File: src/hw/rtl/gpr_pkg.sv
// Shared types, register offsets and reset values for the GPIO port register block.
`timescale 1ns / 1ps
`default_nettype none

package gpr_pkg;

  localparam int DEFAULT_PORT_INDEX = 0;

  localparam int ADDR_W = 10;
  localparam int DATA_W = 32;
  localparam int PINS   = 16;

  localparam logic CMD_READ  = 1'b0;
  localparam logic CMD_WRITE = 1'b1;

  localparam logic [1:0] SIZE_BYTE = 2'd0;
  localparam logic [1:0] SIZE_HALF = 2'd1;
  localparam logic [1:0] SIZE_WORD = 2'd2;
  localparam logic [1:0] SIZE_BAD  = 2'd3;

  localparam logic [ADDR_W-1:0] OFF_MODE  = 10'h000;
  localparam logic [ADDR_W-1:0] OFF_OTYPE = 10'h004;
  localparam logic [ADDR_W-1:0] OFF_SPEED = 10'h008;
  localparam logic [ADDR_W-1:0] OFF_PULL  = 10'h00C;
  localparam logic [ADDR_W-1:0] OFF_IDR   = 10'h010;
  localparam logic [ADDR_W-1:0] OFF_ODR   = 10'h014;
  localparam logic [ADDR_W-1:0] OFF_BSRR  = 10'h018;
  localparam logic [ADDR_W-1:0] OFF_LOCK  = 10'h01C;
  localparam logic [ADDR_W-1:0] OFF_AFL   = 10'h020;
  localparam logic [ADDR_W-1:0] OFF_AFH   = 10'h024;
  localparam logic [ADDR_W-1:0] OFF_BRR   = 10'h028;

  typedef struct packed {
    logic [1:0]        size;
    logic [DATA_W-1:0] wdata;
    logic [ADDR_W-1:0] addr;
    logic              cmd;
  } req_t;

  typedef struct packed {
    logic              err;
    logic [PINS-1:0]   pins;
    logic [DATA_W-1:0] rdata;
  } resp_t;

  function automatic logic [DATA_W-1:0] mode_reset(int port);
    if (port == 0) return 32'hA800_0000;
    else if (port == 1) return 32'h0000_0280;
    else return '0;
  endfunction

  function automatic logic [DATA_W-1:0] speed_reset(int port);
    if (port == 0) return 32'h0C00_0000;
    else if (port == 1) return 32'h0000_00C0;
    else return '0;
  endfunction

  function automatic logic [DATA_W-1:0] pull_reset(int port);
    if (port == 0) return 32'h6400_0000;
    else if (port == 1) return 32'h0000_0100;
    else return '0;
  endfunction

endpackage

`default_nettype wire

File: src/hw/rtl/gpr_stage.sv
// Register slice that holds one beat and passes it on under a valid/ready handshake.
`timescale 1ns / 1ps
`default_nettype none

module gpr_stage #(
  parameter int WIDTH = 8
) (
  input  wire logic             clk_i,
  input  wire logic             rst_ni,
  input  wire logic             in_valid_i,
  output logic                  in_ready_o,
  input  wire logic [WIDTH-1:0] in_data_i,
  output logic                  out_valid_o,
  input  wire logic             out_ready_i,
  output logic [WIDTH-1:0]      out_data_o
);

  logic             valid_q;
  logic [WIDTH-1:0] data_q;

  assign in_ready_o  = !valid_q || out_ready_i;
  assign out_valid_o = valid_q;
  assign out_data_o  = data_q;

  always_ff @(posedge clk_i or negedge rst_ni) begin
    if (!rst_ni) begin
      valid_q <= 1'b0;
    end else if (in_ready_o) begin
      valid_q <= in_valid_i;
    end
  end

  always_ff @(posedge clk_i) begin
    if (in_ready_o && in_valid_i) begin
      data_q <= in_data_i;
    end
  end

endmodule

`default_nettype wire

File: src/hw/rtl/gpr_core.sv
// Port registers with the read decode, write merge and set/reset pin logic.
`timescale 1ns / 1ps
`default_nettype none

module gpr_core
  import gpr_pkg::*;
#(
  parameter int PORT_INDEX = DEFAULT_PORT_INDEX
) (
  input  wire logic clk_i,
  input  wire logic rst_ni,
  input  wire logic fire_i,
  input  wire req_t req_i,
  output resp_t     resp_o
);

  logic [DATA_W-1:0] mode_q, mode_d;
  logic [PINS-1:0]   otype_q, otype_d;
  logic [DATA_W-1:0] speed_q, speed_d;
  logic [DATA_W-1:0] pull_q, pull_d;
  logic [PINS-1:0]   odr_q, odr_d;
  logic [DATA_W-1:0] afl_q, afl_d;
  logic [DATA_W-1:0] afh_q, afh_d;
  logic [PINS-1:0]   drive_q, drive_d;

  logic [DATA_W-1:0] rd_val;
  logic              rd_known;
  logic [ADDR_W-1:0] wr_addr;
  logic [DATA_W-1:0] cur_val;
  logic [4:0]        shift;
  logic [DATA_W-1:0] mask;
  logic [DATA_W-1:0] wr_val;
  logic [PINS-1:0]   set_bits, clr_bits, up, down;
  logic              err;

  always_comb begin
    rd_known = 1'b1;
    unique case (req_i.addr)
      OFF_MODE:  rd_val = mode_q;
      OFF_OTYPE: rd_val = {16'h0, otype_q};
      OFF_SPEED: rd_val = speed_q;
      OFF_PULL:  rd_val = pull_q;
      OFF_IDR:   rd_val = '0;
      OFF_ODR:   rd_val = {16'h0, odr_q};
      OFF_BSRR:  rd_val = '0;
      OFF_LOCK:  rd_val = '0;
      OFF_AFL:   rd_val = afl_q;
      OFF_AFH:   rd_val = afh_q;
      default: begin
        rd_val   = '0;
        rd_known = 1'b0;
      end
    endcase
  end

  assign wr_addr = (req_i.size == SIZE_WORD) ? req_i.addr : {req_i.addr[ADDR_W-1:2], 2'b00};
  assign shift   = {req_i.addr[1:0], 3'b000};
  assign mask    = (req_i.size == SIZE_BYTE) ? 32'h0000_00FF : 32'h0000_FFFF;

  always_comb begin
    unique case (wr_addr)
      OFF_MODE:  cur_val = mode_q;
      OFF_OTYPE: cur_val = {16'h0, otype_q};
      OFF_SPEED: cur_val = speed_q;
      OFF_PULL:  cur_val = pull_q;
      OFF_ODR:   cur_val = {16'h0, odr_q};
      OFF_AFL:   cur_val = afl_q;
      OFF_AFH:   cur_val = afh_q;
      default:   cur_val = '0;
    endcase
  end

  assign wr_val = (req_i.size == SIZE_WORD) ? req_i.wdata
                : ((cur_val & ~(mask << shift)) | ((req_i.wdata & mask) << shift));

  assign set_bits = wr_val[15:0];
  assign clr_bits = wr_val[31:16];
  assign up       = set_bits & ~clr_bits;
  assign down     = clr_bits & ~set_bits;

  always_comb begin
    mode_d  = mode_q;
    otype_d = otype_q;
    speed_d = speed_q;
    pull_d  = pull_q;
    odr_d   = odr_q;
    afl_d   = afl_q;
    afh_d   = afh_q;
    drive_d = drive_q;
    err     = 1'b0;
    if (req_i.cmd == CMD_READ) begin
      err = !rd_known || (req_i.size != SIZE_WORD);
    end else if (req_i.size == SIZE_BAD) begin
      err = 1'b1;
    end else begin
      unique case (wr_addr)
        OFF_MODE:  mode_d  = wr_val;
        OFF_OTYPE: otype_d = wr_val[15:0];
        OFF_SPEED: speed_d = wr_val;
        OFF_PULL:  pull_d  = wr_val;
        OFF_ODR:   odr_d   = wr_val[15:0];
        OFF_BSRR: begin
          err     = |(set_bits & clr_bits);
          odr_d   = (odr_q | up) & ~down;
          drive_d = (drive_q | up) & ~down;
        end
        OFF_AFL:   afl_d   = wr_val;
        OFF_AFH:   afh_d   = wr_val;
        OFF_BRR:   drive_d = drive_q & ~wr_val[15:0];
        default:   err     = 1'b1;
      endcase
    end
  end

  assign resp_o.rdata = (req_i.cmd == CMD_READ) ? rd_val : '0;
  assign resp_o.pins  = drive_d;
  assign resp_o.err   = err;

  always_ff @(posedge clk_i or negedge rst_ni) begin
    if (!rst_ni) begin
      mode_q  <= mode_reset(PORT_INDEX);
      otype_q <= '0;
      speed_q <= speed_reset(PORT_INDEX);
      pull_q  <= pull_reset(PORT_INDEX);
      odr_q   <= '0;
      afl_q   <= '0;
      afh_q   <= '0;
      drive_q <= '0;
    end else if (fire_i) begin
      mode_q  <= mode_d;
      otype_q <= otype_d;
      speed_q <= speed_d;
      pull_q  <= pull_d;
      odr_q   <= odr_d;
      afl_q   <= afl_d;
      afh_q   <= afh_d;
      drive_q <= drive_d;
    end
  end

endmodule

`default_nettype wire

File: src/hw/rtl/gpio_port_register_block.sv
// Top level of the GPIO port register block with its input and result register slices.
`timescale 1ns / 1ps
`default_nettype none

// Register block of one 16-pin GPIO port. Each input beat is one bus access and yields
// exactly one result beat holding the read data, the driven pin levels after the access
// and an error flag. An access is taken into an input register, then decoded and applied to
// the port registers while its result is captured in the output register, so the block
// accepts one beat per cycle when the output side does not stall, and the result is
// presented from the output register. The rate is set by the read-modify-write of the
// port registers, which is combinational and takes effect on the same edge that
// captures the result.
module gpio_port_register_block
  import gpr_pkg::*;
#(
  parameter int PORT_INDEX = DEFAULT_PORT_INDEX
) (
  input  wire logic        clk_i,
  input  wire logic        rst_ni,
  input  wire logic        s_axis_tvalid,
  output logic             s_axis_tready,
  input  wire logic [47:0] s_axis_tdata,   // address, write_data, access_size, zero pad
  input  wire logic        s_axis_tuser,   // command
  output logic             m_axis_tvalid,
  input  wire logic        m_axis_tready,
  output logic [47:0]      m_axis_tdata,   // read_data, pin_levels
  output logic             m_axis_tuser    // access_error
);

  req_t  in_req, core_req;
  resp_t core_resp, out_resp;
  logic  req_valid, resp_ready;

  assign in_req.cmd   = s_axis_tuser;
  assign in_req.addr  = s_axis_tdata[9:0];
  assign in_req.wdata = s_axis_tdata[41:10];
  assign in_req.size  = s_axis_tdata[43:42];

  gpr_stage #(
    .WIDTH($bits(req_t))
  ) u_in_stage (
    .clk_i      (clk_i),
    .rst_ni     (rst_ni),
    .in_valid_i (s_axis_tvalid),
    .in_ready_o (s_axis_tready),
    .in_data_i  (in_req),
    .out_valid_o(req_valid),
    .out_ready_i(resp_ready),
    .out_data_o (core_req)
  );

  gpr_core #(
    .PORT_INDEX(PORT_INDEX)
  ) u_core (
    .clk_i (clk_i),
    .rst_ni(rst_ni),
    .fire_i(req_valid && resp_ready),
    .req_i (core_req),
    .resp_o(core_resp)
  );

  gpr_stage #(
    .WIDTH($bits(resp_t))
  ) u_out_stage (
    .clk_i      (clk_i),
    .rst_ni     (rst_ni),
    .in_valid_i (req_valid),
    .in_ready_o (resp_ready),
    .in_data_i  (core_resp),
    .out_valid_o(m_axis_tvalid),
    .out_ready_i(m_axis_tready),
    .out_data_o (out_resp)
  );

  assign m_axis_tdata = {out_resp.pins, out_resp.rdata};
  assign m_axis_tuser = out_resp.err;

endmodule

`default_nettype wire
File: config.mk
export PLATFORM = sky130hd
export DESIGN_NAME = gpio_port_register_block
export DESIGN_NICKNAME = d
export VERILOG_FILES = /design/src/hw/rtl/gpr_pkg.sv /design/src/hw/rtl/gpr_stage.sv /design/src/hw/rtl/gpr_core.sv /design/src/hw/rtl/gpio_port_register_block.sv
export SDC_FILE = /design/constraint.sdc
export NUM_CORES = 1
export LEC_CHECK = 0
export ABC_AREA = 1
export BUFFER_PORTS_ARGS = -buffer_cell sky130_fd_sc_hd__buf_2
export CORE_MARGIN = 2
export CORE_UTILIZATION = 53
export CTS_CLUSTER_SIZE = 25
export DETAILED_ROUTE_END_ITERATION = 8
export PLACE_DENSITY = 0.71
export SLEW_MARGIN = 30
export SYNTH_ARGS = -nofsm -noshare
export SYNTH_HDL_FRONTEND = slang
export SYNTH_SLANG_ARGS = --single-unit
File: constraint.sdc
create_clock -name clk_i -period 7.86 [get_ports clk_i]
set_clock_uncertainty 0.05 [all_clocks]
set_input_delay 0.786 -clock clk_i [delete_from_list [all_inputs] [get_ports clk_i]]
set_output_delay 0.786 -clock clk_i [all_outputs]
set_load 0.005 [all_outputs]
## Word level (Yosys, flattened, before mapping)

Cells that the tools add are included.

| storage, ports and cells | value |
|---|---|
| register bits | 304 |
| input bits | 53 |
| output and inout port bits | 51 |
| word-level logic and storage cells | 86 |

| cells by class | value |
|---|---|
| equality and inequality tests | 20 |
| shift-type cells | 2 |
| mux-type cells | 13 |
| bitwise logic cells | 16 |
| reduce and logical (&&, ||, !) cells | 22 |

Operators with widths:

| operator | number |
|---|---|
| $pmux W32 S7 | 2 |
| $and A16 B16 Y16 | 6 |
| $and A32 B32 Y32 | 2 |
| $pmux W16 S2 | 2 |
| $shl A32 B5 Y32 | 2 |
| $eq A10 B5 Y1 const B | 6 |
| $eq A10 B6 Y1 const B | 5 |
| $mux W16 | 3 |
| $not A16 Y16 | 3 |
| $eq A10 B4 Y1 const B | 4 |
| $mux W32 | 1 |
| $not A32 Y32 | 1 |
| $or A16 B16 Y16 | 2 |
| $or A32 B32 Y32 | 1 |
| $reduce_and A4 Y1 | 7 |
| $eq A10 B3 Y1 const B | 2 |
| $logic_not A10 Y1 | 2 |
| $reduce_or A16 Y1 | 1 |
| $reduce_or A10 Y1 | 1 |
| $reduce_or A8 Y1 | 1 |
| $eq A2 B2 Y1 const B | 2 |
| $logic_not A1 Y1 | 3 |
| $logic_or A1 B1 Y1 | 3 |
| $mux W1 | 3 |
| 7 further kinds | 8 |

## Longest topological paths before layout

Gate-level depths: netlist (run 1).

| logic depth | value |
|---|---|
| word-level depth | 14 |
| mapped depth | 20 |
| mapped depth without buffers | 19 |

## By module

From an unflattened synthesis (run 1), not the netlist that was laid out.

| second synthesis, totals | value |
|---|---|
| cell total of the unflattened synthesis | 1905 |
| area total of the unflattened synthesis | 15363.5 um2 |

Modules (own cells, without submodules):

| module | instances | cells each | area each (um2) | sequential area each (um2) |
|---|---|---|---|---|
| gpr_core | 1 | 1797 | 12443.2 | 5215.0 |
| gpr_stage (u_out_stage) | 1 | 55 | 1516.5 | 1496.4 |
| gpr_stage (u_in_stage) | 1 | 51 | 1396.3 | 1376.3 |
| gpio_port_register_block | 1 | 2 | 7.5 | 0.0 |

## Worst setup path before layout (run 1)

Ideal clock, no wire load.

| timing path | value |
|---|---|
| path kind | input to register |
| from | input m_axis_tready |
| to | register u_out_stage.data_q[0] (netlist: u_out_stage.out_data_o[0]), enable pin |
| library setup time | 432 ps |
| arrival time | 2623 ps |
| required time | 7378 ps |
| slack | 4755 ps |
| stages on the path | 5 |
| path buffers | 1 |
| path through | inv_1 -> nand2_1 -> nand2_1 -> inv_1 -> clkbuf_1 |

| on the way | value |
|---|---|
| longest elaborated chain between the ends | 2 |

RTL lines:

| what | RTL line | RTL |
|---|---|---|
| start: declaration | gpio_port_register_block.sv:25 | `input wire logic m_axis_tready,` |
| $logic_or A1 B1 Y1 | gpr_stage.sv:21 | `assign in_ready_o = !valid_q \|\| out_ready_i;` |
| $logic_and A1 B1 Y1 | n/a |  |
| net u_core.fire_i | gpr_core.sv:12 | `input wire logic fire_i,` |
| end signal: assignment | gpr_stage.sv:35 | `data_q <= in_data_i;` |
| end: declaration | gpr_stage.sv:19 | `logic [WIDTH-1:0] data_q;` |

The timed path passes the listed nets, and every way through them passes these cells.
A chain may end at the register's enable or synchronous reset.

## Worst setup path after layout (run 1)

| timing path | value |
|---|---|
| from | register u_in_stage.data_q[10] (netlist: u_in_stage.out_data_o[10]) |
| to | register u_out_stage.data_q[23] (netlist: u_out_stage.out_data_o[23]) (data pin) |

| on the way | value |
|---|---|
| longest elaborated chain between the ends | 2 |
| elaborated cells between the ends (all ways) | 8 |
| those cells by class | eq/ne: 6; mux: 1; reduce/logical: 1 |

RTL lines:

| what | RTL line | RTL |
|---|---|---|
| start: declaration | gpr_stage.sv:19 |  |
| start signal: assignment | gpr_stage.sv:35 |  |
| $eq A10 B6 Y1, or another cell as far along | gpr_core.sv:38 | `unique case (req_i.addr)` |
| $pmux W32 S7 (*) | gpr_core.sv:38 |  |

Every way passes the cells marked *; elsewhere a longest branch is shown, timed or not.

==> results of run 1 <==
## routing by layer
| layer | vias to the layer above | wire (um) | track usage [%] |
|---|---|---|---|
| met3 | 187 | 6260 | 8.75 |
| met5 | - | 0 | 0 |
| li1 | 6508 | - | - |
| met2 | 932 | 20700 | 47.2 |
| met1 | 6714 | 21100 | 48.2 |
| met4 | 0 | 2840 | 16.9 |
## kinds of logic after synthesis
kind of cell	Yosys count	share of synthesized area [%]
AO/OA/AOI/OAI	472	17.7
AND/OR/NAND/NOR	897	24.3
buffers and inverters	219	5.88
flip-flops	304	52.1
## power by group
part	switching [mW]	leakage [nW]	internal, mW	total [mW]
sequential	0.0561	3.73	1.74	1.79
combinational	0.302	3.09	0.115	0.417
clock	0.635	0.567	0.975	1.61
total	0.993	7.38	2.83	3.82
## stage by stage
step	utilization [%]	worst slack, ps	hold WS (ps)	area [um2]
6_report	60.8	3730	269	17500
5_1_grt	60.8	3590	357	17500
4_1_cts	60.8	3890	353	17500
3_5_place_dp	56.8	3890	423	16300
3_3_place_gp	56.4	3820	416	16200
2_1_floorplan	-	4750	403	15500
## path summary, 6_finish.rpt
path | startpoint | to | slack [ps] | depth (start not counted)
worst max-delay path | u_in_stage.out_data_o[10] | u_out_stage.out_data_o[23] | 3730 | 9
worst min-delay path | rst_ni | u_core.afh_q[20] | 270 | 1
worst max register to register | u_in_stage.out_data_o[10] | u_out_stage.out_data_o[23] | 3730 | 9
worst min register to register | u_core.otype_q[3] | u_core.otype_q[3] | 440 | 2
max in group asynchronous | rst_ni | u_core.mode_q[26] | 6120 | 2
min in group clk_i | s_axis_tdata[26] | u_in_stage.out_data_o[27] | 390 | 1
## cell usage in the layout, fill, tap and decap left out, drive strengths merged, types with 8 or more instances in the layout
cell	Yosys	routed
dfrtp	202	202
inv	113	113
buf	39	124
edfxtp	94	94
clkbuf	67	49
a21oi	50	50
or2	25	25
o21bai	14	14
o22a	15	15
clkinv	0	10
nor2	147	147
a31oi	28	28
nand2	560	560
nand3	156	156
a221oi	38	38
a21boi	13	13
a22o	8	8
dfstp	8	8
o21ai	296	296
## flip-flops by register name, summed over array words and instances, names as in the netlist
signal	count
u_core.otype_q	16
u_core.speed_q	32
u_core.mode_q	32
u_core.drive_q	16
u_out_stage.out_data_o	49
u_core.afl_q	32
u_in_stage.out_data_o	45
u_core.pull_q	32
u_core.afh_q	32
u_in_stage.out_valid_o	1
u_out_stage.out_valid_o	1
u_core.odr_q	16
## final cells by class
class	instances	area, um2
Fill cell	2502	11300
Tap cell	384	480
Clock inverter	13	118
Timing Repair Buffer	125	771
Inverter	113	425
Clock buffer	48	1030
Antenna cell	1	2.50
Sequential cell	304	8090
Multi-Input combinational cell	1369	6580
## worst max-delay path, delay by kind of cell, from the launching register on
kind | cells | cell delay [ps]
buffers and inverters | 2 | 920
AND/OR/NAND/NOR | 6 | 2100
flip-flops | 1 | 410
AO/OA/AOI/OAI | 1 | 440
==> run_summary.xml, run 1 <==
<?xml version="1.0" encoding="UTF-8"?>
<metrics>
  <group name="floorplanning">
    <metric name="floorplan.rows" unit="">62</metric>
    <metric name="die_h" unit="um">175</metric>
    <metric name="floorplan.die_area" unit="um2">30700</metric>
    <metric name="placeableCoreArea" unit="um2">28800</metric>
    <metric name="die_x" unit="um">175</metric>
    <metric name="num_io_pins" unit="">104</metric>
    <metric name="start_util" unit="%">53.9</metric>
  </group>
  <group name="place">
    <metric name="dpl.cell_count" unit="">2295</metric>
    <metric name="dp.final_hpwl" unit="mm">32.4</metric>
    <metric name="port_buffers" unit="">99</metric>
    <metric name="routabilityCongestion" unit="">0.985</metric>
  </group>
  <group name="detailed_routing">
    <metric name="remaining_drc_errors" unit="">0</metric>
    <metric name="route.antenna.remaining_nets" unit="">0</metric>
    <metric name="routedWlPerCell" unit="um">21.6</metric>
    <metric name="wirelength" unit="mm">50.8</metric>
    <metric name="vias_per_cell" unit="">6.08</metric>
    <metric name="drt_pre_antenna_iters" unit="">7</metric>
    <metric name="drt-initial-drc-count" unit="">2036</metric>
    <metric name="vias" unit="">14300</metric>
  </group>
  <group name="global_route">
    <metric name="grt_pass1_wl" unit="mm">78.5</metric>
    <metric name="grt_pass1_vias" unit="">13500</metric>
    <metric name="grt_start_max_net_pins" unit="">100</metric>
    <metric name="initial_antenna_violation_count" unit="">0</metric>
    <metric name="globalRouteTotalUtil" unit="%">33.6</metric>
    <metric name="overflow" unit="">0</metric>
  </group>
  <group name="synth">
    <metric name="yosysSeqAreaShare" unit="%">52.1</metric>
    <metric name="synth_cells" unit="">1892</metric>
    <metric name="synth_edf_count" unit="">94</metric>
    <metric name="synth_top_cell_area_share" unit="%">32.6</metric>
    <metric name="synthesis.area_per_instance" unit="um2">8.20</metric>
    <metric name="post_synth_arst_share" unit="%">69.1</metric>
    <metric name="postSynthRegisterBits" unit="">304</metric>
    <metric name="mappedNetlistArea" unit="um2">15500</metric>
    <metric name="synth_common_cells" unit="">sky130_fd_sc_hd__nand2_1, sky130_fd_sc_hd__o21ai_0, sky130_fd_sc_hd__dfrtp_1, sky130_fd_sc_hd__nand3_1, sky130_fd_sc_hd__nor2_1</metric>
    <metric name="dominantRegCellSynth" unit="">sky130_fd_sc_hd__dfrtp_1</metric>
    <metric name="synth.top_cells.by_area" unit="">sky130_fd_sc_hd__dfrtp_1, sky130_fd_sc_hd__edfxtp_1, sky130_fd_sc_hd__nand2_1</metric>
    <metric name="count_of_different_cell_masters_after_synthesis" unit="">42</metric>
    <metric name="yosys.cell_count.top_type" unit="">sky130_fd_sc_hd__nand2_1</metric>
    <metric name="yosysWarningCount" unit="">0</metric>
    <metric name="synth_nets" unit="">1945</metric>
    <metric name="synth_top_area_cell" unit="">sky130_fd_sc_hd__dfrtp_1</metric>
  </group>
  <group name="cells_and_area">
    <metric name="nets" unit="">2000</metric>
    <metric name="area_added_between_synthesis_and_finish" unit="%">12.7</metric>
    <metric name="final_cells" unit="">2357</metric>
    <metric name="drive_above_1_share" unit="%">13.4</metric>
  </group>
  <group name="timing">
    <metric name="period_share" unit="%">52.6</metric>
    <metric name="relSlewSlack" unit="%">30.9</metric>
    <metric name="fmaxAchievable" unit="MHz">242</metric>
    <metric name="setup_total_negative_slack" unit="ps">0</metric>
    <metric name="drv_slew" unit="">0</metric>
    <metric name="finalWorstPathRequiredPeriod" unit="ps">4130</metric>
    <metric name="report.final.setup_viol" unit="">0</metric>
    <metric name="tightestPinTransition" unit="ps">1030</metric>
    <metric name="grt_setup_unrepaired" unit="">false</metric>
    <metric name="hold_violations" unit="">0</metric>
  </group>
  <group name="critical_path">
    <metric name="max_stage_delay" unit="ps">850</metric>
    <metric name="start_kind" unit="">flop</metric>
    <metric name="timing.critical_path.to_type" unit="">flop</metric>
    <metric name="critPathRequiredTime" unit="ps">8120</metric>
    <metric name="critPathArrivalTime" unit="ps">4400</metric>
    <metric name="worst-path-max-fanout" unit="">60</metric>
    <metric name="critical_path_class" unit="">reg -&gt; reg</metric>
    <metric name="critical_path.cell_chain" unit="">nor2_4 &gt; nand2_4 &gt; nor2_4 &gt; buf_4 &gt; inv_1 &gt; nor2_4 &gt; nor4_1 &gt; or2_2 &gt; a31oi_1</metric>
    <metric name="worst_path_max_delay_cell" unit="">sky130_fd_sc_hd__nor2_4</metric>
    <metric name="critical_path.most_common_cell" unit="">sky130_fd_sc_hd__nor2_4</metric>
  </group>
  <group name="outcome">
    <metric name="status" unit="">completed</metric>
  </group>
  <group name="clock_tree">
    <metric name="cts_tree" unit="">built</metric>
    <metric name="source_to_sink_clock_delay_at_the_later_pin_of_the_worst_skew_pair" unit="ps">520</metric>
    <metric name="tritoncts.num_buffers" unit="">34</metric>
    <metric name="clk_transition_reported_paths" unit="ps">60</metric>
    <metric name="cts.htree.levels" unit="">2</metric>
    <metric name="clk_path_buf_depth" unit="">3</metric>
    <metric name="cts_resized" unit="">0</metric>
    <metric name="root_buffer_cell" unit="">sky130_fd_sc_hd__clkbuf_16</metric>
    <metric name="cts_sinks" unit="">304</metric>
    <metric name="cts_hold_repair.buffers" unit="">0</metric>
    <metric name="post_cts.repair.setup_buffers" unit="">0</metric>
  </group>
  <group name="power_and_ir_drop">
    <metric name="finalPower" unit="mW">3.82</metric>
    <metric name="power.density" unit="nW/um2">218</metric>
    <metric name="worst_ir_drop_vdd" unit="uV">204</metric>
    <metric name="power.static_leakage" unit="nW">7.38</metric>
  </group>
  <group name="hold_path">
    <metric name="min-delay-path-class" unit="">in -&gt; async</metric>
  </group>
  <group name="job">
    <metric name="drv.max_cap_violation_count" unit="">0</metric>
  </group>
</metrics>
Note: power is estimated with default switching activity, not from simulation.
==> run 2: changes to the inputs <==
--- a/config.mk
+++ b/config.mk
@@ -5,7 +5,7 @@
 export SDC_FILE = /design/constraint.sdc
 export NUM_CORES = 1
 export LEC_CHECK = 0
-export ABC_AREA = 1
+export ABC_AREA = 0
 export BUFFER_PORTS_ARGS = -buffer_cell sky130_fd_sc_hd__buf_2
 export CORE_MARGIN = 2
 export CORE_UTILIZATION = 53
==> constraint.sdc (replaced) <==
create_clock -name clk_i -period 4.3 [get_ports clk_i]
set_clock_uncertainty 0.05 [all_clocks]
set_input_delay 0.43 -clock clk_i [delete_from_list [all_inputs] [get_ports clk_i]]
set_output_delay 0.43 -clock clk_i [all_outputs]
set_load 0.005 [all_outputs]
==> run 2 against run 1 <==
Compared with the run above:
- die area fell by 2.1%
- sequential cell count is the same
- via count shrank 6.9%
- combinational power grew 55%
- non-clock buffer count grew 75
- largest power group unchanged
==> run_summary.xml, run 2 <==
<?xml version="1.0" encoding="UTF-8"?>
<metrics>
  <group name="synth">
    <metric name="synth_cells" unit="">1524</metric>
    <metric name="synth_edf_count" unit="">94</metric>
    <metric name="yosysSeqAreaShare" unit="%">53.2</metric>
    <metric name="post_synth_arst_share" unit="%">69.1</metric>
    <metric name="yosys.cell_count.top_type" unit="">sky130_fd_sc_hd__nand2_1</metric>
    <metric name="yosysWarningCount" unit="">0</metric>
    <metric name="postSynthRegisterBits" unit="">304</metric>
    <metric name="synth_top_cell_area_share" unit="%">33.3</metric>
    <metric name="synth_nets" unit="">1577</metric>
    <metric name="count_of_different_cell_masters_after_synthesis" unit="">69</metric>
    <metric name="mappedNetlistArea" unit="um2">15200</metric>
    <metric name="synth_top_area_cell" unit="">sky130_fd_sc_hd__dfrtp_1</metric>
    <metric name="dominantRegCellSynth" unit="">sky130_fd_sc_hd__dfrtp_1</metric>
    <metric name="synth_common_cells" unit="">sky130_fd_sc_hd__nand2_1, sky130_fd_sc_hd__dfrtp_1, sky130_fd_sc_hd__o21ai_0, sky130_fd_sc_hd__nor2_1, sky130_fd_sc_hd__a21oi_1</metric>
    <metric name="synth.top_cells.by_area" unit="">sky130_fd_sc_hd__dfrtp_1, sky130_fd_sc_hd__edfxtp_1, sky130_fd_sc_hd__o21ai_0</metric>
    <metric name="synthesis.area_per_instance" unit="um2">9.97</metric>
  </group>
  <group name="detailed_routing">
    <metric name="vias" unit="">13400</metric>
    <metric name="route.antenna.remaining_nets" unit="">0</metric>
    <metric name="routedWlPerCell" unit="um">25.6</metric>
    <metric name="vias_per_cell" unit="">6.58</metric>
    <metric name="wirelength" unit="mm">52.0</metric>
    <metric name="remaining_drc_errors" unit="">0</metric>
    <metric name="drt_pre_antenna_iters" unit="">6</metric>
    <metric name="drt-initial-drc-count" unit="">1939</metric>
  </group>
  <group name="power_and_ir_drop">
    <metric name="power.density" unit="nW/um2">381</metric>
    <metric name="cell_internal_pwr" unit="mW">5.04</metric>
    <metric name="swShare" unit="%">24.8</metric>
    <metric name="worst_ir_drop_vdd" unit="uV">366</metric>
    <metric name="share_of_total_power_in_sequential_cells" unit="%">47.4</metric>
    <metric name="power.static_leakage" unit="nW">6.94</metric>
    <metric name="power_frac_comb" unit="%">9.7</metric>
    <metric name="share_clk_of_total_power" unit="%">43.0</metric>
    <metric name="netSwitchingPower" unit="mW">1.67</metric>
  </group>
  <group name="job">
    <metric name="drv.max_cap_violation_count" unit="">0</metric>
  </group>
  <group name="timing">
    <metric name="grt_setup_unrepaired" unit="">false</metric>
    <metric name="post-route-worst-setup-slack" unit="ps">452</metric>
    <metric name="drv_slew" unit="">0</metric>
    <metric name="worst_hold_slack" unit="ps">39.1</metric>
    <metric name="tightestPinTransition" unit="ps">946</metric>
    <metric name="report.final.setup_viol" unit="">0</metric>
    <metric name="period_share" unit="%">89.5</metric>
    <metric name="finalWorstPathRequiredPeriod" unit="ps">3850</metric>
    <metric name="fmaxAchievable" unit="MHz">260</metric>
    <metric name="hold_violations" unit="">0</metric>
    <metric name="setup_total_negative_slack" unit="ps">0</metric>
    <metric name="relSlewSlack" unit="%">37.0</metric>
  </group>
  <group name="cells_and_area">
    <metric name="layout_common_cells" unit="">sky130_fd_sc_hd__nand2_1, sky130_fd_sc_hd__dfrtp_1, sky130_fd_sc_hd__o21ai_0, sky130_fd_sc_hd__nor2_1, sky130_fd_sc_hd__a21oi_1</metric>
    <metric name="layout.cells.most_common" unit="">sky130_fd_sc_hd__nand2_1</metric>
    <metric name="area_added_between_synthesis_and_finish" unit="%">15.9</metric>
    <metric name="largest_register_ffs" unit="">49</metric>
    <metric name="drive_above_1_share" unit="%">21.1</metric>
    <metric name="finish.instance_area" unit="um2">17600</metric>
    <metric name="num_antenna_cells" unit="">0</metric>
    <metric name="nets" unit="">1680</metric>
  </group>
  <group name="clock_tree">
    <metric name="clk_path_buf_depth" unit="">3</metric>
    <metric name="cts_tree" unit="">built</metric>
    <metric name="clk_transition_reported_paths" unit="ps">60</metric>
    <metric name="source_to_sink_clock_delay_at_the_later_pin_of_the_worst_skew_pair" unit="ps">520</metric>
    <metric name="cts.htree.levels" unit="">2</metric>
    <metric name="root_buffer_cell" unit="">sky130_fd_sc_hd__clkbuf_16</metric>
    <metric name="post_cts.repair.setup_buffers" unit="">0</metric>
    <metric name="tritoncts.num_buffers" unit="">34</metric>
    <metric name="cts_sinks" unit="">304</metric>
  </group>
  <group name="floorplanning">
    <metric name="die_x" unit="um">173</metric>
    <metric name="placeableCoreArea" unit="um2">28000</metric>
    <metric name="floorplan.rows" unit="">61</metric>
    <metric name="start_util" unit="%">54.2</metric>
    <metric name="floorplan.die_area" unit="um2">30000</metric>
    <metric name="die_h" unit="um">173</metric>
    <metric name="num_io_pins" unit="">104</metric>
  </group>
  <group name="hold_path">
    <metric name="min-delay-path-class" unit="">in -&gt; reg</metric>
  </group>
  <group name="global_route">
    <metric name="grt_pass1_wl" unit="mm">78.8</metric>
    <metric name="grt_pass1_vias" unit="">12800</metric>
    <metric name="globalRouteTotalUtil" unit="%">34.4</metric>
    <metric name="initial_antenna_violation_count" unit="">0</metric>
    <metric name="grt_start_max_net_pins" unit="">113</metric>
    <metric name="overflow" unit="">0</metric>
  </group>
  <group name="place">
    <metric name="pre_cts_ws" unit="ps">575</metric>
    <metric name="routabilityCongestion" unit="">0.993</metric>
    <metric name="port_buffers" unit="">99</metric>
    <metric name="place_area" unit="um2">16500</metric>
    <metric name="dp.final_hpwl" unit="mm">35.6</metric>
  </group>
  <group name="critical_path">
    <metric name="worst-path-max-fanout" unit="">11</metric>
    <metric name="timing.critical_path.to_type" unit="">flop</metric>
    <metric name="start_kind" unit="">flop</metric>
    <metric name="critPathArrivalTime" unit="ps">4040</metric>
    <metric name="r2r_slack" unit="ps">450</metric>
    <metric name="critPathRequiredTime" unit="ps">4490</metric>
    <metric name="critical_path_class" unit="">reg -&gt; reg</metric>
  </group>
  <group name="outcome">
    <metric name="status" unit="">completed</metric>
  </group>
</metrics>
==> run 2: power by group through the flow <==
stage | clock (mW) | combinational (mW) | sequential [mW]
after floorplan | 0 | 0.335 | 3.20
after global placement | 0 | 0.617 | 3.22
after detailed placement | 0 | 0.627 | 3.23
after CTS | 2.90 | 0.630 | 3.18
after global routing | 3.03 | 0.690 | 3.19
final | 2.88 | 0.648 | 3.18
==> run 2: critical path, cell delays in order (launching register included) <==
cell                       delay [ps]
sky130_fd_sc_hd__edfxtp_1         390
sky130_fd_sc_hd__or4_1            830
sky130_fd_sc_hd__buf_4            310
sky130_fd_sc_hd__a211o_1          300
sky130_fd_sc_hd__buf_4            200
sky130_fd_sc_hd__o22a_1           210
sky130_fd_sc_hd__a21oi_1          340
sky130_fd_sc_hd__o22ai_1          330
sky130_fd_sc_hd__o21a_1           260
sky130_fd_sc_hd__o21ai_0          190
sky130_fd_sc_hd__o31ai_1          150
==> run 2: cell families after synthesis <==
group / after synthesis / synth area share (%)
AO/OA/AOI/OAI: 586 / 25.1
buffers and inverters: 140 / 3.78
flip-flops: 304 / 53.2
multiplexers: 83 / 6.42
AND/OR/NAND/NOR: 411 / 11.5
==> run 2: per-stage QoR <==
step                total power, mW  cells  utilization [%]
floorplan                      3.54   1524                -
global placement               3.84   1966             58.8
detailed placement             3.86   1967             58.8
CTS                            6.71   2029             62.7
global route                   6.91   2031             62.9
finish                         6.71   2031             62.9
==> run 2: repair_timing <==
action	4_1_cts	5_1_grt
endpoints found under the hold margin	0	49
resized for setup	0	0
endpoints found under the setup margin	0	0
hold buffers	0	1
==> run 2: worst paths after layout <==
check	from	endpoint	depth (start not counted)
max in group asynchronous	rst_ni	u_core.mode_q[31]	4
min in group asynchronous	rst_ni	u_core.speed_q[5]	2
max reg2reg	u_in_stage.out_data_o[10]	u_out_stage.out_data_o[33]	10
max	u_in_stage.out_data_o[10]	u_out_stage.out_data_o[33]	10
min	s_axis_tdata[12]	u_in_stage.out_data_o[13]	1
min reg2reg	u_core.speed_q[31]	u_core.speed_q[31]	2
==> run 2: layout make-up <==
type / instances / area (um2)
multi-input cells: 1080 / 6600
flip-flops and latches: 304 / 8090
fillers: 2330 / 10400
clock inverters: 12 / 110
clock buffers: 50 / 995
repair buffers: 200 / 1320
inverters: 7 / 26.3
well taps: 378 / 473
==> run 2: routing by layer <==
metal / up-vias / wire length, um / track usage [%]
met4: 0 / 2670 / 16.7
met1: 6479 / 21600 / 49.5
met3: 157 / 5610 / 8.07
met2: 846 / 22100 / 49.2
met5: - / 0 / 0
li1: 5874 / - / -
==> run 3: changes to the inputs <==
--- a/config.mk
+++ b/config.mk
@@ -7,6 +7,7 @@
 export LEC_CHECK = 0
 export ABC_AREA = 0
 export BUFFER_PORTS_ARGS = -buffer_cell sky130_fd_sc_hd__buf_2
+export CORE_ASPECT_RATIO = 0.5
 export CORE_MARGIN = 2
 export CORE_UTILIZATION = 53
 export CTS_CLUSTER_SIZE = 25
==> run 3 against run 2 <==
Compared with the run above:
- wire length is 11% higher
- fmax shrank 2.9%
- worst setup slack got worse by 120 ps
- cell count is 2.6% higher
- sequential share of layout area decreased by 1.0 points
- clock power down 11%
- first-iteration DRC count rose by 1.1%
- critical path type unchanged
==> run_summary.xml, run 3 (synthesis results as in run 2) <==
<?xml version="1.0" encoding="UTF-8"?>
<metrics>
  <group name="outcome">
    <metric name="status" unit="">completed</metric>
  </group>
  <group name="clock_tree">
    <metric name="cts.htree.levels" unit="">1</metric>
    <metric name="source_to_sink_clock_delay_at_the_later_pin_of_the_worst_skew_pair" unit="ps">580</metric>
    <metric name="clk_path_buf_depth" unit="">3</metric>
    <metric name="root_buffer_cell" unit="">sky130_fd_sc_hd__clkbuf_16</metric>
    <metric name="cts_resized" unit="">0</metric>
    <metric name="tritoncts.num_buffers" unit="">28</metric>
    <metric name="cts_hold_repair.buffers" unit="">46</metric>
    <metric name="cts_tree" unit="">built</metric>
    <metric name="post_cts.repair.setup_buffers" unit="">0</metric>
    <metric name="clk_transition_reported_paths" unit="ps">60</metric>
    <metric name="cts_sinks" unit="">304</metric>
  </group>
  <group name="detailed_routing">
    <metric name="vias" unit="">14000</metric>
    <metric name="routedWlPerCell" unit="um">27.6</metric>
    <metric name="route.antenna.remaining_nets" unit="">0</metric>
    <metric name="wirelength" unit="mm">57.5</metric>
    <metric name="drt_pre_antenna_iters" unit="">6</metric>
    <metric name="remaining_drc_errors" unit="">0</metric>
    <metric name="vias_per_cell" unit="">6.74</metric>
    <metric name="drt-initial-drc-count" unit="">1961</metric>
  </group>
  <group name="hold_path">
    <metric name="min-delay-path-class" unit="">in -&gt; reg</metric>
  </group>
  <group name="power_and_ir_drop">
    <metric name="share_of_total_power_in_sequential_cells" unit="%">49.1</metric>
    <metric name="cell_internal_pwr" unit="mW">4.79</metric>
    <metric name="power.static_leakage" unit="nW">7.12</metric>
    <metric name="worst_ir_drop_vdd" unit="uV">289</metric>
    <metric name="netSwitchingPower" unit="mW">1.68</metric>
    <metric name="finalPower" unit="mW">6.47</metric>
    <metric name="share_clk_of_total_power" unit="%">39.4</metric>
    <metric name="power_frac_comb" unit="%">11.4</metric>
    <metric name="power.density" unit="nW/um2">359</metric>
    <metric name="swShare" unit="%">26.0</metric>
  </group>
  <group name="critical_path">
    <metric name="timing.critical_path.to_type" unit="">flop</metric>
    <metric name="worst-path-max-fanout" unit="">8</metric>
    <metric name="critPathArrivalTime" unit="ps">4230</metric>
    <metric name="critical_path_class" unit="">reg -&gt; reg</metric>
    <metric name="critPathRequiredTime" unit="ps">4560</metric>
    <metric name="start_kind" unit="">flop</metric>
  </group>
  <group name="cells_and_area">
    <metric name="drive_above_1_share" unit="%">21.3</metric>
    <metric name="layout_common_cells" unit="">sky130_fd_sc_hd__nand2_1, sky130_fd_sc_hd__dfrtp_1, sky130_fd_sc_hd__o21ai_0, sky130_fd_sc_hd__nor2_1, sky130_fd_sc_hd__a21oi_1</metric>
    <metric name="largest_register_ffs" unit="">49</metric>
    <metric name="layout.cells.most_common" unit="">sky130_fd_sc_hd__nand2_1</metric>
    <metric name="nets" unit="">1732</metric>
    <metric name="area_added_between_synthesis_and_finish" unit="%">18.5</metric>
    <metric name="final_cells" unit="">2084</metric>
    <metric name="finish.instance_area" unit="um2">18000</metric>
  </group>
  <group name="timing">
    <metric name="fmaxAchievable" unit="MHz">252</metric>
    <metric name="drv_slew" unit="">0</metric>
    <metric name="tightestPinTransition" unit="ps">1020</metric>
    <metric name="relSlewSlack" unit="%">31.6</metric>
    <metric name="setup_total_negative_slack" unit="ps">0</metric>
    <metric name="hold_violations" unit="">0</metric>
    <metric name="finalWorstPathRequiredPeriod" unit="ps">3960</metric>
    <metric name="report.final.setup_viol" unit="">0</metric>
    <metric name="grt_setup_unrepaired" unit="">false</metric>
    <metric name="period_share" unit="%">92.2</metric>
  </group>
  <group name="global_route">
    <metric name="grt_pass1_wl" unit="mm">84.0</metric>
    <metric name="grt_pass1_vias" unit="">13400</metric>
    <metric name="grt_start_max_net_pins" unit="">96</metric>
    <metric name="globalRouteTotalUtil" unit="%">38.0</metric>
    <metric name="overflow" unit="">0</metric>
    <metric name="initial_antenna_violation_count" unit="">1</metric>
  </group>
  <group name="floorplanning">
    <metric name="num_io_pins" unit="">104</metric>
    <metric name="floorplan.die_area" unit="um2">30100</metric>
    <metric name="placeableCoreArea" unit="um2">27900</metric>
    <metric name="start_util" unit="%">54.4</metric>
    <metric name="die_x" unit="um">243</metric>
    <metric name="die_h" unit="um">124</metric>
    <metric name="floorplan.rows" unit="">43</metric>
  </group>
  <group name="place">
    <metric name="place_area" unit="um2">16600</metric>
    <metric name="port_buffers" unit="">99</metric>
    <metric name="routabilityCongestion" unit="">1.02</metric>
    <metric name="dp.final_hpwl" unit="mm">38.8</metric>
    <metric name="dpl.cell_count" unit="">1984</metric>
  </group>
  <group name="job">
    <metric name="drv.max_cap_violation_count" unit="">0</metric>
  </group>
</metrics>
## run 3: changes by cell type in the layout (fill, tap and decap cells not counted), moves of 2 or more
cell | before | now
sky130_fd_sc_hd__clkbuf_16 | 37 | 31
sky130_fd_sc_hd__buf_4 | 95 | 110
sky130_fd_sc_hd__bufinv_16 | 2 | 0
sky130_fd_sc_hd__dlygate4sd3_1 | 1 | 46
sky130_fd_sc_hd__clkbuf_8 | 2 | 8
sky130_fd_sc_hd__clkbuf_1 | 11 | 8
sky130_fd_sc_hd__clkinv_1 | 5 | 0
## run 3: path summary, 6_finish.rpt
kind	startpoint	to	slack, ps	depth (start not counted)
worst max-delay path	u_in_stage.out_data_o[6]	u_out_stage.out_data_o[48]	340	11
worst min-delay path	s_axis_tvalid	u_in_stage.out_valid_o	40	2
worst max register to register	u_in_stage.out_data_o[6]	u_out_stage.out_data_o[48]	340	11
worst min register to register	u_core.pull_q[29]	u_core.pull_q[29]	440	2
max in group asynchronous	rst_ni	u_core.otype_q[2]	2660	3
min in group asynchronous	rst_ni	u_out_stage.out_valid_o	420	2
## run 3: power by group through the flow
stage / registers (mW) / clock network, mW / logic [mW]
5_1_grt: 3.18 / 2.69 / 0.771
2_1_floorplan: 3.20 / 0 / 0.335
3_3_place_gp: 3.22 / 0 / 0.654
6_report: 3.18 / 2.55 / 0.740
3_5_place_dp: 3.23 / 0 / 0.671
4_1_cts: 3.17 / 2.56 / 0.706
## run 3: worst max-delay path, stage by stage (launching register included)
cell and delay, ps:
sky130_fd_sc_hd__edfxtp_1 650, sky130_fd_sc_hd__buf_4 260, sky130_fd_sc_hd__a21oi_1 170, sky130_fd_sc_hd__o21a_1 350, sky130_fd_sc_hd__o21ai_1 560, sky130_fd_sc_hd__a21oi_1 230
sky130_fd_sc_hd__o22ai_1 510, sky130_fd_sc_hd__buf_4 270, sky130_fd_sc_hd__o22ai_1 80, sky130_fd_sc_hd__nor4_1 330, sky130_fd_sc_hd__buf_4 180, sky130_fd_sc_hd__a21oi_1 60
## run 3: cell type report
cell class / count / area (um2)
Sequential cell: 304 / 8090
Timing Repair Buffer: 258 / 1850
Multi-Input combinational cell: 1080 / 6630
Tap cell: 382 / 478
Fill cell: 2220 / 9920
Clock inverter: 5 / 26.3
Inverter: 7 / 26.3
Antenna cell: 1 / 2.50
Clock buffer: 47 / 910
## run 3: routing by layer
metal  GRT usage (%)  routed length, um  vias up
li1                -                  -     5988
met1            52.0              22800     6874
met2            56.6              24500     1023
met3            13.3               8230      154
met4            12.3               1900        2
met5            2.94                117        -
## run 3: stage by stage
| step | worst slack, ps | util, % | hold WS (ps) |
|---|---|---|---|
| 2_1_floorplan | 1250 | - | 84.4 |
| 3_5_place_dp | 545 | 59.4 | 434 |
| 3_3_place_gp | 538 | 59.4 | 412 |
| 6_report | 335 | 64.5 | 43.7 |
| 4_1_cts | 524 | 64.4 | 15.3 |
| 5_1_grt | 278 | 64.5 | 56.4 |
